File: src/sv/amo_pkg.sv
`timescale 1ns / 1ps

package amo_pkg;

   localparam int DEFAULT_WORDS = 1024;
   localparam int DATA_W        = 32;
   localparam int INDEX_W       = 10;

   typedef enum logic [2:0] {
      OP_LOAD         = 3'd0,
      OP_STORE        = 3'd1,
      OP_FETCH_ADD    = 3'd2,
      OP_SWAP         = 3'd3,
      OP_COMPARE_SWAP = 3'd4,
      OP_BIT_SET      = 3'd5,
      OP_BIT_CLEAR    = 3'd6,
      OP_INVALID      = 3'd7
   } op_type;

   typedef struct packed {
      op_type              req_type;
      logic [INDEX_W-1:0]  word_index;
      logic [DATA_W-1:0]   operand;
      logic [DATA_W-1:0]   expected;
   } amo_req_type;

   typedef struct packed {
      logic [DATA_W-1:0]   old_value;
      logic                success;
   } amo_rsp_type;

   typedef struct packed {
      logic                wr_en;
      logic                success;
      logic [DATA_W-1:0]   next_value;
      logic [DATA_W-1:0]   old_value;
   } amo_alu_result_type;

endpackage

File: src/sv/amo_alu.sv
`timescale 1ns / 1ps

module amo_alu (
   input  amo_pkg::op_type             op,
   input  logic                        in_range,
   input  logic [amo_pkg::DATA_W-1:0]  prior,
   input  logic [amo_pkg::DATA_W-1:0]  operand,
   input  logic [amo_pkg::DATA_W-1:0]  expected,
   output amo_pkg::amo_alu_result_type result
);
   import amo_pkg::*;

   logic              wr_en;
   logic              success;
   logic [DATA_W-1:0] next_value;

   always_comb begin
      wr_en      = 1'b1;
      success    = 1'b1;
      next_value = prior;
      case (op)
         OP_LOAD: begin
            wr_en = 1'b0;
         end
         OP_STORE, OP_SWAP: begin
            next_value = operand;
         end
         OP_FETCH_ADD: begin
            next_value = prior + operand;
         end
         OP_COMPARE_SWAP: begin
            if (prior == expected) begin
               next_value = operand;
            end else begin
               wr_en   = 1'b0;
               success = 1'b0;
            end
         end
         OP_BIT_SET: begin
            next_value = prior | operand;
         end
         OP_BIT_CLEAR: begin
            next_value = prior & ~operand;
         end
         default: begin
            wr_en   = 1'b0;
            success = 1'b0;
         end
      endcase
   end

   assign result.wr_en      = wr_en & in_range;
   assign result.success    = success & in_range;
   assign result.next_value = next_value;
   assign result.old_value  = in_range ? prior : '0;

endmodule

File: config.mk
export PLATFORM = sky130hd
export DESIGN_NAME = amo_alu
export DESIGN_NICKNAME = d
export VERILOG_FILES = /design/src/sv/amo_pkg.sv /design/src/sv/amo_alu.sv
export SDC_FILE = /design/constraint.sdc
export NUM_CORES = 1
export LEC_CHECK = 0
export BUFFER_PORTS_ARGS = -buffer_cell sky130_fd_sc_hd__buf_2
export CAP_MARGIN = 25
export CORE_UTILIZATION = 35
export DETAILED_ROUTE_END_ITERATION = 10
export GPL_TIMING_DRIVEN = 0
export PLACE_DENSITY_LB_ADDON = 0.08
export SYNTH_ARGS = -nofsm -noshare
export SYNTH_HDL_FRONTEND = slang
export SYNTH_SLANG_ARGS = --single-unit
File: constraint.sdc
create_clock -name vclk -period 4.1
set_input_delay 0.615 -clock vclk [all_inputs]
set_output_delay 0.615 -clock vclk [all_outputs]
set_load 0.05 [all_outputs]
## Word-level counts from Yosys, hierarchy flattened

Index checks and enable logic that the tools add are counted.

- Flip-flop bits (word level): 0
- Memories kept: 0
- Memory bits (writable): 0
- Output and inout bits: 66
- Bits in latches: 0
- Bits in read-only memories: 0

- Div/mod/pow operators: 0
- Magnitude comparators: 0
- Bitwise gates (word level): 5
- $add $sub $neg: 1
- Mux-type cells: 6
- Equality and inequality tests: 7
- Reduce and logical (&&, ||, !) cells: 4
- Shift-type cells: 0
- Multiply operators: 0

Operators with widths:

| cell | number |
|---|---|
| 32-bit case mux with 5 select lines | 1 |
| 32-bit 2-to-1 mux | 2 |
| 32-bit adder | 1 |
| 32-bit AND | 1 |
| 32-bit equality test | 1 |
| 32-bit inverter | 1 |
| 32-bit bitwise OR | 1 |
| 3-bit equality test (second input constant) | 3 |
| 3-bit by 2-bit equality test with 1-bit output (second input constant) | 2 |
| 6-bit OR reduction | 1 |
| 5-bit OR reduction | 1 |
| 1-bit case mux with 2 select lines | 2 |
| 3-bit by 1-bit equality test with 1-bit output (second input constant) | 1 |
| 3-bit logical NOT | 1 |
| 1-bit AND | 2 |
| 2-bit OR reduction | 1 |
| 1-bit 2-to-1 mux | 1 |

## Logic depth before layout (Yosys ltp)

Gate-level depths: netlist (run 1).

- Depth in word-level cells: 4
- Depth in mapped cells: 11
- Gate-level depth less buffers: 11

## Worst setup path before layout (run 1)

No wires, ideal clock.

- Path kind: input -> output
- Start point: input prior[0] (netlist name)
- End point: output result[60] (netlist name)
- Data required time: 3.485 ns
- Setup slack: -0.151 ns
- Arrival: 3.636 ns
- Path buffers: 0
- Stages on the path: 11
- Cells stage by stage: ha_1 -> inv_1 -> fa_1 -> nand2b_1 -> a21oi_1 -> o211ai_2 -> a211oi_2 -> o311ai_4 -> o31ai_1 -> xnor2_1 -> o21ai_0

RTL lines:

| what | RTL line | text |
|---|---|---|
| start, declared | amo_alu.sv:6 | `input logic [amo_pkg::DATA_W-1:0] prior,` |
| end, declared | amo_alu.sv:9 | `output amo_pkg::amo_alu_result_type result` |

==> flow_metrics.env, run 1 <==
export IMPL_clock_fmax_mhz=251
export IMPL_dieArea_um2=13000
export IMPL_gr_total_overflow=0
export IMPL_grt_max_degree=11
export IMPL_synth_area_leaders="ha_1 27%, xnor2_1 8.8%, inv_1 6.8%"
export IMPL_avgViaCountPerCell=5.45
export IMPL_ant_nets=0
export IMPL_dp_hpwl_um=13900
export IMPL_hold_path_class="input port to primary output"
export IMPL_fp_row_count=40
export IMPL_clkPwrFrac_pct=0
export IMPL_preCtsSetupSlack_ps=-185
export IMPL_drt_initial_drc_count=402
export IMPL_start_util_pct=36.2
export IMPL_synth_top_area_share_pct=27.1
export IMPL_cp_top_family="simple AND/OR/NAND/NOR gates"
export IMPL_maxCapViolations=0
export IMPL_die_h_um=114
export IMPL_leakage_nw=2.88
export IMPL_routed_wl_um=17000
export IMPL_crit_type="input port to primary output"
export IMPL_drc=0
export IMPL_p_sw_mw=0.615
export IMPL_synth_area_um2=4390
export IMPL_ir_worst_vdd_mv=0.0811
export IMPL_drtPass1Iterations=6
export IMPL_finalCriticalPeriod_ps=3990
export IMPL_clkbuf_count=0
export IMPL_max_stage_delay_ps=400
export IMPL_arrival_ps=3370
export IMPL_synth_avg_cell_area_um2=6.95
export IMPL_grt_setup_unrepaired="true"
export IMPL_slew_headroom_pct=34.5
export IMPL_fp_coreArea_um2=12100
export IMPL_seq_area_frac_synth_pct=0
export IMPL_die_w_um=114
export IMPL_yosys_warnings=0
export IMPL_antennaDiodeCount=0
export IMPL_grt_pass1_wl_um=25400
export IMPL_seq_cells=0
export IMPL_outcome="complete, no violations"
export IMPL_port_buffers=164
export IMPL_fin_cells=971
export IMPL_cpMostUsedCell="buf_2"
export IMPL_area_growth_pct=28.2
export IMPL_grt_pass1_vias=4766
export IMPL_period_share_pct=97.3
export IMPL_slew_violations=0
export IMPL_path_cells="buf_2 -> xnor2_1 -> nand4_1 -> nor4_2 -> nand2_2 -> nand2_2 -> nand2_1 -> buf_2 -> a221oi_1 -> o21ai_0 -> buf_2"
export IMPL_cpMaxStageDelayCell="nor4_2"
export IMPL_hold_violations=0
export IMPL_drive_above_1_share_pct=26.7
export IMPL_hold_depth=4
export IMPL_place_congestion=0.936
export IMPL_combinationalPowerShare_pct=100.0
export IMPL_syn_num_nets=827
export IMPL_syn_inst=631
export IMPL_synth_distinct_cells=64
export IMPL_grtUsageTotal_pct=25.0
export IMPL_vias=5294
export IMPL_io_pin_count=166
export IMPL_regArea_um2=0
export IMPL_power_internal_mw=0.304
export IMPL_synth_top_cell_by_area="ha_1"
export IMPL_p_sw_share_pct=67.0
export IMPL_postCtsHoldBufs=0
export IMPL_tightest_slew_ps=978
export IMPL_fin_setup_tns_ps=0
export IMPL_antenna_found_initial=0
export IMPL_end_kind="primary output"
export IMPL_seqPwrFrac_pct=0
export IMPL_setup_ws_ps=112
export IMPL_cp_data_required_time_ps=3480
export IMPL_setup_viol=0
export IMPL_crit_buf_inv=3
export IMPL_dp_cells=964
export IMPL_power_density_nw_per_um2=163
export IMPL_start_kind="input port"
export IMPL_finalNetCount=1001
export IMPL_cp_max_fo=10
export IMPL_worstHoldStart="operand[30]"
export IMPL_whs_endpoint="result[62]"
export IMPL_wl_per_cell_um=17.5
[power by group through the flow]
stage	logic, mW	clock network (mW)	registers (mW)
2_1_floorplan	0.611	0	0
3_3_place_gp	0.864	0	0
3_5_place_dp	0.874	0	0
4_1_cts	0.885	0	0
5_1_grt	0.989	0	0
6_report	0.918	0	0
[cell usage after synthesis (all sizes together) (2+ instances only)]
library cell and count:
or4 2, or3 3, o31a 2, clkbuf 18, ha 95, a222oi 4, o21ai 56, a22oi 2
a21boi 3, inv 79, and3 2, a221oi 21, a21oi 50, nor2 26, nor2b 3, o21bai 5
mux2 2, nand2 46, a31oi 7, and2 36, o211ai 5, a21o 17, nor3 9, xnor2 44
nand4 11, and4 2, o22ai 6, nand3 10, o21a 5, a221o 3, nand2b 7, a41oi 2
a211oi 12, o31ai 6, nor4 3, buf 6, xor2 7
[per-stage QoR]
stage | instance area, um2 | power [mW] | hold slack, ps | util, %
final | 5620 | 0.918 | 1640 | 46.4
after global routing | 5620 | 0.989 | 1670 | 46.4
after CTS | 5470 | 0.885 | 1690 | 45.2
after detailed placement | 5440 | 0.874 | 1700 | 44.9
after global placement | 5420 | 0.864 | 1700 | 44.7
after floorplan | 4390 | 0.611 | 1510 | -
[tightest hold or removal path, cell delays in order]
cell      delay [ps]
buf_2            110
a221oi_1          90
o21ai_2           60
buf_6            150
[worst max path at each step]
stage	startpoint	end	slack (ps)	cells after the start
2_1_floorplan	prior[0]	result[62]	60	11
4_1_cts	prior[0]	result[62]	3	13
6_report	prior[31]	result[45]	110	11
5_1_grt	prior[31]	result[50]	-30	11
3_5_place_dp	prior[0]	result[62]	-190	13
3_3_place_gp	op[1]	result[45]	-350	10
[routing by layer]
metal / global-route usage, % / up-vias / routed length [um]
met1: 35.1 / 2485 / 7650
met4: 2.42 / 0 / 133
met3: 0.956 / 10 / 1260
met2: 43.6 / 211 / 7990
li1: - / 2588 / -
met5: 0 / - / 0
[layout make-up]
| type | count | area, um2 |
|---|---|---|
| multi-input cells | 528 | 4100 |
| fillers | 1299 | 6490 |
| plain buffers | 24 | 105 |
| inverters | 79 | 297 |
| repair buffers | 172 | 911 |
| well taps | 168 | 210 |
[kinds of logic (layout without fill, tap and decap cells)]
group                      count (synthesis)  in the layout  synth area share, %
adders and majority gates                 96             96                 27.6
muxes                                      2              2                0.599
xor gates and xnor gates                  51             51                 10.2
buffers and inverters                    103            275                 8.99
AOI/OAI and AO/OA                        217            217                 33.4
and+or+nand+nor                          162            162                 19.3
[cell usage in the layout (no fill, tap or decap), types with 21 or more instances in the layout]
master    synthesis  layout
and2_1           36      36
ha_1             95      92
nand2_1          44      44
o21ai_0          54      47
xnor2_1          44      44
a221oi_1         21      21
buf_2             5     164
inv_1            79      79
a21oi_1          49      46
nor2_1           26      26
[timing repair]
| item | in CTS | in global routing |
|---|---|---|
| pin swaps | 1 | 8 |
| endpoints found under the setup margin | 20 | 18 |
| buffers inserted | 1 | 6 |
| gates resized for setup | 11 | 28 |
(Power assumes the default switching activity.)
==> inputs of run 2 (changes only) <==
REMOVE_ABC_BUFFERS = 1   (was unset)
==> flow_metrics.env, run 2 (synthesis gave the netlist of run 1 again) <==
export IMPL_gr_total_overflow=0
export IMPL_path_cells="buf_2 -> inv_1 -> ha_1 -> a2111oi_2 -> o21ai_2 -> a311o_1 -> a41oi_2 -> a21oi_1 -> o2111a_1 -> or3b_1 -> buf_2"
export IMPL_wl_met2_um=7570
export IMPL_area_growth_pct=27.7
export IMPL_grt_pass1_vias=4696
export IMPL_hold_depth=4
export IMPL_antenna_found_initial=0
export IMPL_drtPass1Iterations=5
export IMPL_regArea_um2=0
export IMPL_period_share_pct=97.4
export IMPL_outcome="complete, no violations"
export IMPL_cp_max_fo=6
export IMPL_nFillCells=1289
export IMPL_die_w_um=114
export IMPL_hold_ws_ps=1630
export IMPL_tightest_slew_ps=1050
export IMPL_wl_met1_um=7750
export IMPL_wl_met3_um=890
export IMPL_wl_per_cell_um=17.2
export IMPL_grtUsageTotal_pct=24.1
export IMPL_final_common_cell="buf_2"
export IMPL_setup_viol=0
export IMPL_routed_wl_um=16300
export IMPL_grt_pass1_wl_um=24900
export IMPL_hold_path_class="input port to primary output"
export IMPL_cpMaxStageDelayCell="a2111oi_2"
export IMPL_cpMostUsedCell="buf_2"
export IMPL_ant_nets=0
export IMPL_place_congestion=0.906
export IMPL_avgViaCountPerCell=5.38
export IMPL_max_stage_delay_ps=420
export IMPL_highest_layer="met4"
export IMPL_start_util_pct=36.2
export IMPL_fin_area_um2=5600
export IMPL_fp_coreArea_um2=12100
export IMPL_grt_max_degree=35
export IMPL_hold_violations=0
export IMPL_layout_common_cells="159 x buf_2, 93 x ha_1, 79 x inv_1"
export IMPL_start_kind="input port"
export IMPL_maxCapViolations=0
export IMPL_port_buffers=166
export IMPL_postCtsHoldBufs=0
export IMPL_vias=5108
export IMPL_worst_path_stages=11
export IMPL_arrival_ps=3380
export IMPL_finalNetCount=980
export IMPL_dp_hpwl_um=12900
export IMPL_finalCriticalPeriod_ps=3990
export IMPL_leakage_nw=2.89
export IMPL_seq_cells=0
export IMPL_fp_row_count=40
export IMPL_crit_type="input port to primary output"
export IMPL_drive_above_1_share_pct=26.2
export IMPL_slew_violations=0
export IMPL_p_total_mw=0.912
export IMPL_crit_buf_inv=3
export IMPL_die_h_um=114
export IMPL_drc=0
export IMPL_clock_fmax_mhz=250
export IMPL_slew_headroom_pct=29.8
export IMPL_dieArea_um2=13000
export IMPL_ir_worst_vdd_mv=0.107
export IMPL_cp_top_family="compound AO/OA/AOI/OAI gates"
export IMPL_end_kind="primary output"
export IMPL_cp_data_required_time_ps=3480
export IMPL_drt_initial_drc_count=324
export IMPL_io_pin_count=166
export IMPL_multiInputGateArea_um2=4120
export IMPL_clkbuf_count=0
export IMPL_antennaDiodeCount=0
export IMPL_power_density_nw_per_um2=163
export IMPL_placed_cell_area_um2=5430
==> run 2: worst paths after layout <==
| check | endpoint | startpoint | slack [ps] |
|---|---|---|---|
| worst max-delay path | result[61] | prior[6] | 110 |
| worst min-delay path | result[62] | operand[30] | 1630 |
==> run 2: power by group <==
group	switching [mW]	internal, mW	leakage, nW
Sequential	0	0	0
Clock	0	0	0
Combinational	0.609	0.302	2.89
Total	0.609	0.302	2.89
==> run 2: metrics by stage <==
stage / utilization (%) / TNS (ps) / worst slack (ps) / std cells
finish: 46.3 / 0 / 107 / 950
global route: 46.3 / -87.2 / -42.7 / 950
CTS: 45.2 / -1.86 / -1.86 / 946
detailed placement: 44.9 / -2340 / -341 / 945
global placement: 44.0 / -17940 / -931 / 941
floorplan: - / -400 / -151 / 607
==> run 2: area by class of cell <==
type / count / area share, %
Multi-Input combinational cell: 528 / 73.5
Timing Repair Buffer: 175 / 17.4
Tap cell: 168 / 3.75
Inverter: 79 / 5.29
==> run 2: routing by layer <==
| layer | global-route usage (%) | up-vias |
|---|---|---|
| met3 | 1.91 | 11 |
| li1 | - | 2544 |
| met1 | 33.7 | 2383 |
| met2 | 41.5 | 170 |
| met4 | 2.34 | 0 |
| met5 | 0 | - |
==> run 2: timing repair <==
item	CTS	global route
endpoints found under the setup margin	21	16
gates cloned	0	0
gates resized for setup	7	26
pin swaps	1	8
setup buffers	1	4
==> inputs of run 3 (changes only) <==
PLACE_DENSITY = 0.58   (was unset)
PLACE_DENSITY_LB_ADDON = unset   (was 0.08)
==> flow_metrics.env, run 3 (synthesis gave the netlist of run 1 again) <==
export IMPL_power_density_nw_per_um2=163
export IMPL_postCtsHoldBufs=0
export IMPL_wl_per_cell_um=17.0
export IMPL_slew_violations=0
export IMPL_place_congestion=0.901
export IMPL_multiInputGateArea_um2=4100
export IMPL_layout_common_cells="161 x buf_2, 93 x ha_1, 79 x inv_1"
export IMPL_setup_viol=0
export IMPL_end_kind="primary output"
export IMPL_tightest_slew_ps=935
export IMPL_fp_row_count=40
export IMPL_hold_depth=4
export IMPL_die_w_um=114
export IMPL_ant_nets=0
export IMPL_placed_cell_area_um2=5410
export IMPL_area_growth_pct=27.0
export IMPL_hold_ws_ps=1620
export IMPL_setup_ws_ps=27.8
export IMPL_seq_cells=0
export IMPL_drc=0
export IMPL_vias=5203
export IMPL_hold_path_class="input port to primary output"
export IMPL_grt_pass1_vias=4934
export IMPL_leakage_nw=2.85
export IMPL_cp_data_required_time_ps=3480
export IMPL_routed_wl_um=16100
export IMPL_final_common_cell="buf_2"
export IMPL_dieArea_um2=13000
export IMPL_slew_headroom_pct=37.5
export IMPL_io_pin_count=166
export IMPL_ir_worst_vdd_mv=0.0954
export IMPL_port_buffers=166
export IMPL_nFillCells=1326
export IMPL_grt_max_degree=35
export IMPL_avgViaCountPerCell=5.47
export IMPL_regArea_um2=0
export IMPL_period_share_pct=99.3
export IMPL_cp_max_fo=6
export IMPL_finalCriticalPeriod_ps=4070
export IMPL_arrival_ps=3460
export IMPL_clock_fmax_mhz=246
export IMPL_drtPass1Iterations=5
export IMPL_p_total_mw=0.908
export IMPL_die_h_um=114
export IMPL_maxCapViolations=0
export IMPL_dp_hpwl_um=12900
export IMPL_antenna_found_initial=2
export IMPL_start_kind="input port"
export IMPL_fin_area_um2=5570
export IMPL_start_util_pct=36.2
export IMPL_drt_initial_drc_count=385
export IMPL_fp_coreArea_um2=12100
export IMPL_finalNetCount=980
export IMPL_grtUsageTotal_pct=24.0
export IMPL_gr_total_overflow=0
export IMPL_outcome="complete, no violations"
export IMPL_grt_setup_unrepaired="true"
export IMPL_hold_violations=0
export IMPL_preCtsSetupSlack_ps=-259
export IMPL_crit_type="input port to primary output"
export IMPL_drive_above_1_share_pct=26.3
export IMPL_clkbuf_count=0
export IMPL_grt_pass1_wl_um=25000
==> run 3: changes by cell type in the layout (fill, tap and decap cells not counted), sizes merged <==
cell    before  now
buf        171  174
clkbuf       4    1
diode        0    1
==> run 3: layer usage <==
metal	vias up	track usage [%]	part of all wire [%]
met5	-	0	0.081
met4	2	3.72	1.4
met3	19	1.91	6.4
met2	208	41.8	46
met1	2429	32.6	46
li1	2545	-	-
==> run 3: timing repair <==
action | 4_1_cts | 5_1_grt
gates resized for setup | 8 | 28
pin swaps | 1 | 7
buffers inserted | 0 | 4
setup endpoints to repair | 18 | 15
gates cloned | 0 | 0
==> run 3: final timing paths <==
path / from / endpoint
worst max-delay path: prior[1] / result[61]
worst min-delay path: operand[30] / result[62]
==> run 3: power by group <==
| part | switching (mW) | total (mW) | internal, mW |
|---|---|---|---|
| combinational | 0.609 | 0.908 | 0.299 |
| sequential | 0 | 0 | 0 |
| clock | 0 | 0.0000000326 | 0.0000000326 |
| total | 0.609 | 0.908 | 0.299 |
==> run 3: layout make-up <==
cell class | count | area share [%]
Timing Repair Buffer | 175 | 17.2
Inverter | 79 | 5.32
Multi-Input combinational cell | 528 | 73.6
Tap cell | 168 | 3.77
Antenna cell | 1 | 0.0449
==> run 3: worst max-delay path: stages <==
cell and delay, ps:
buf_2 160, inv_1 100, ha_1 300, a21o_1 160, a21oi_1 360, o21ai_2 180, a311o_1 370, a41oi_2 240
a21oi_1 140, o2111a_1 250, or3b_1 380, buf_2 220
==> run 3: through the flow <==
| stage | std cells | util, % | TNS (ps) |
|---|---|---|---|
| floorplan | 607 | - | -400 |
| global placement | 941 | 44.0 | -18980 |
| detailed placement | 946 | 44.7 | -1630 |
| CTS | 946 | 45.0 | 0 |
| global route | 951 | 46.0 | -103 |
| finish | 951 | 46.0 | 0 |
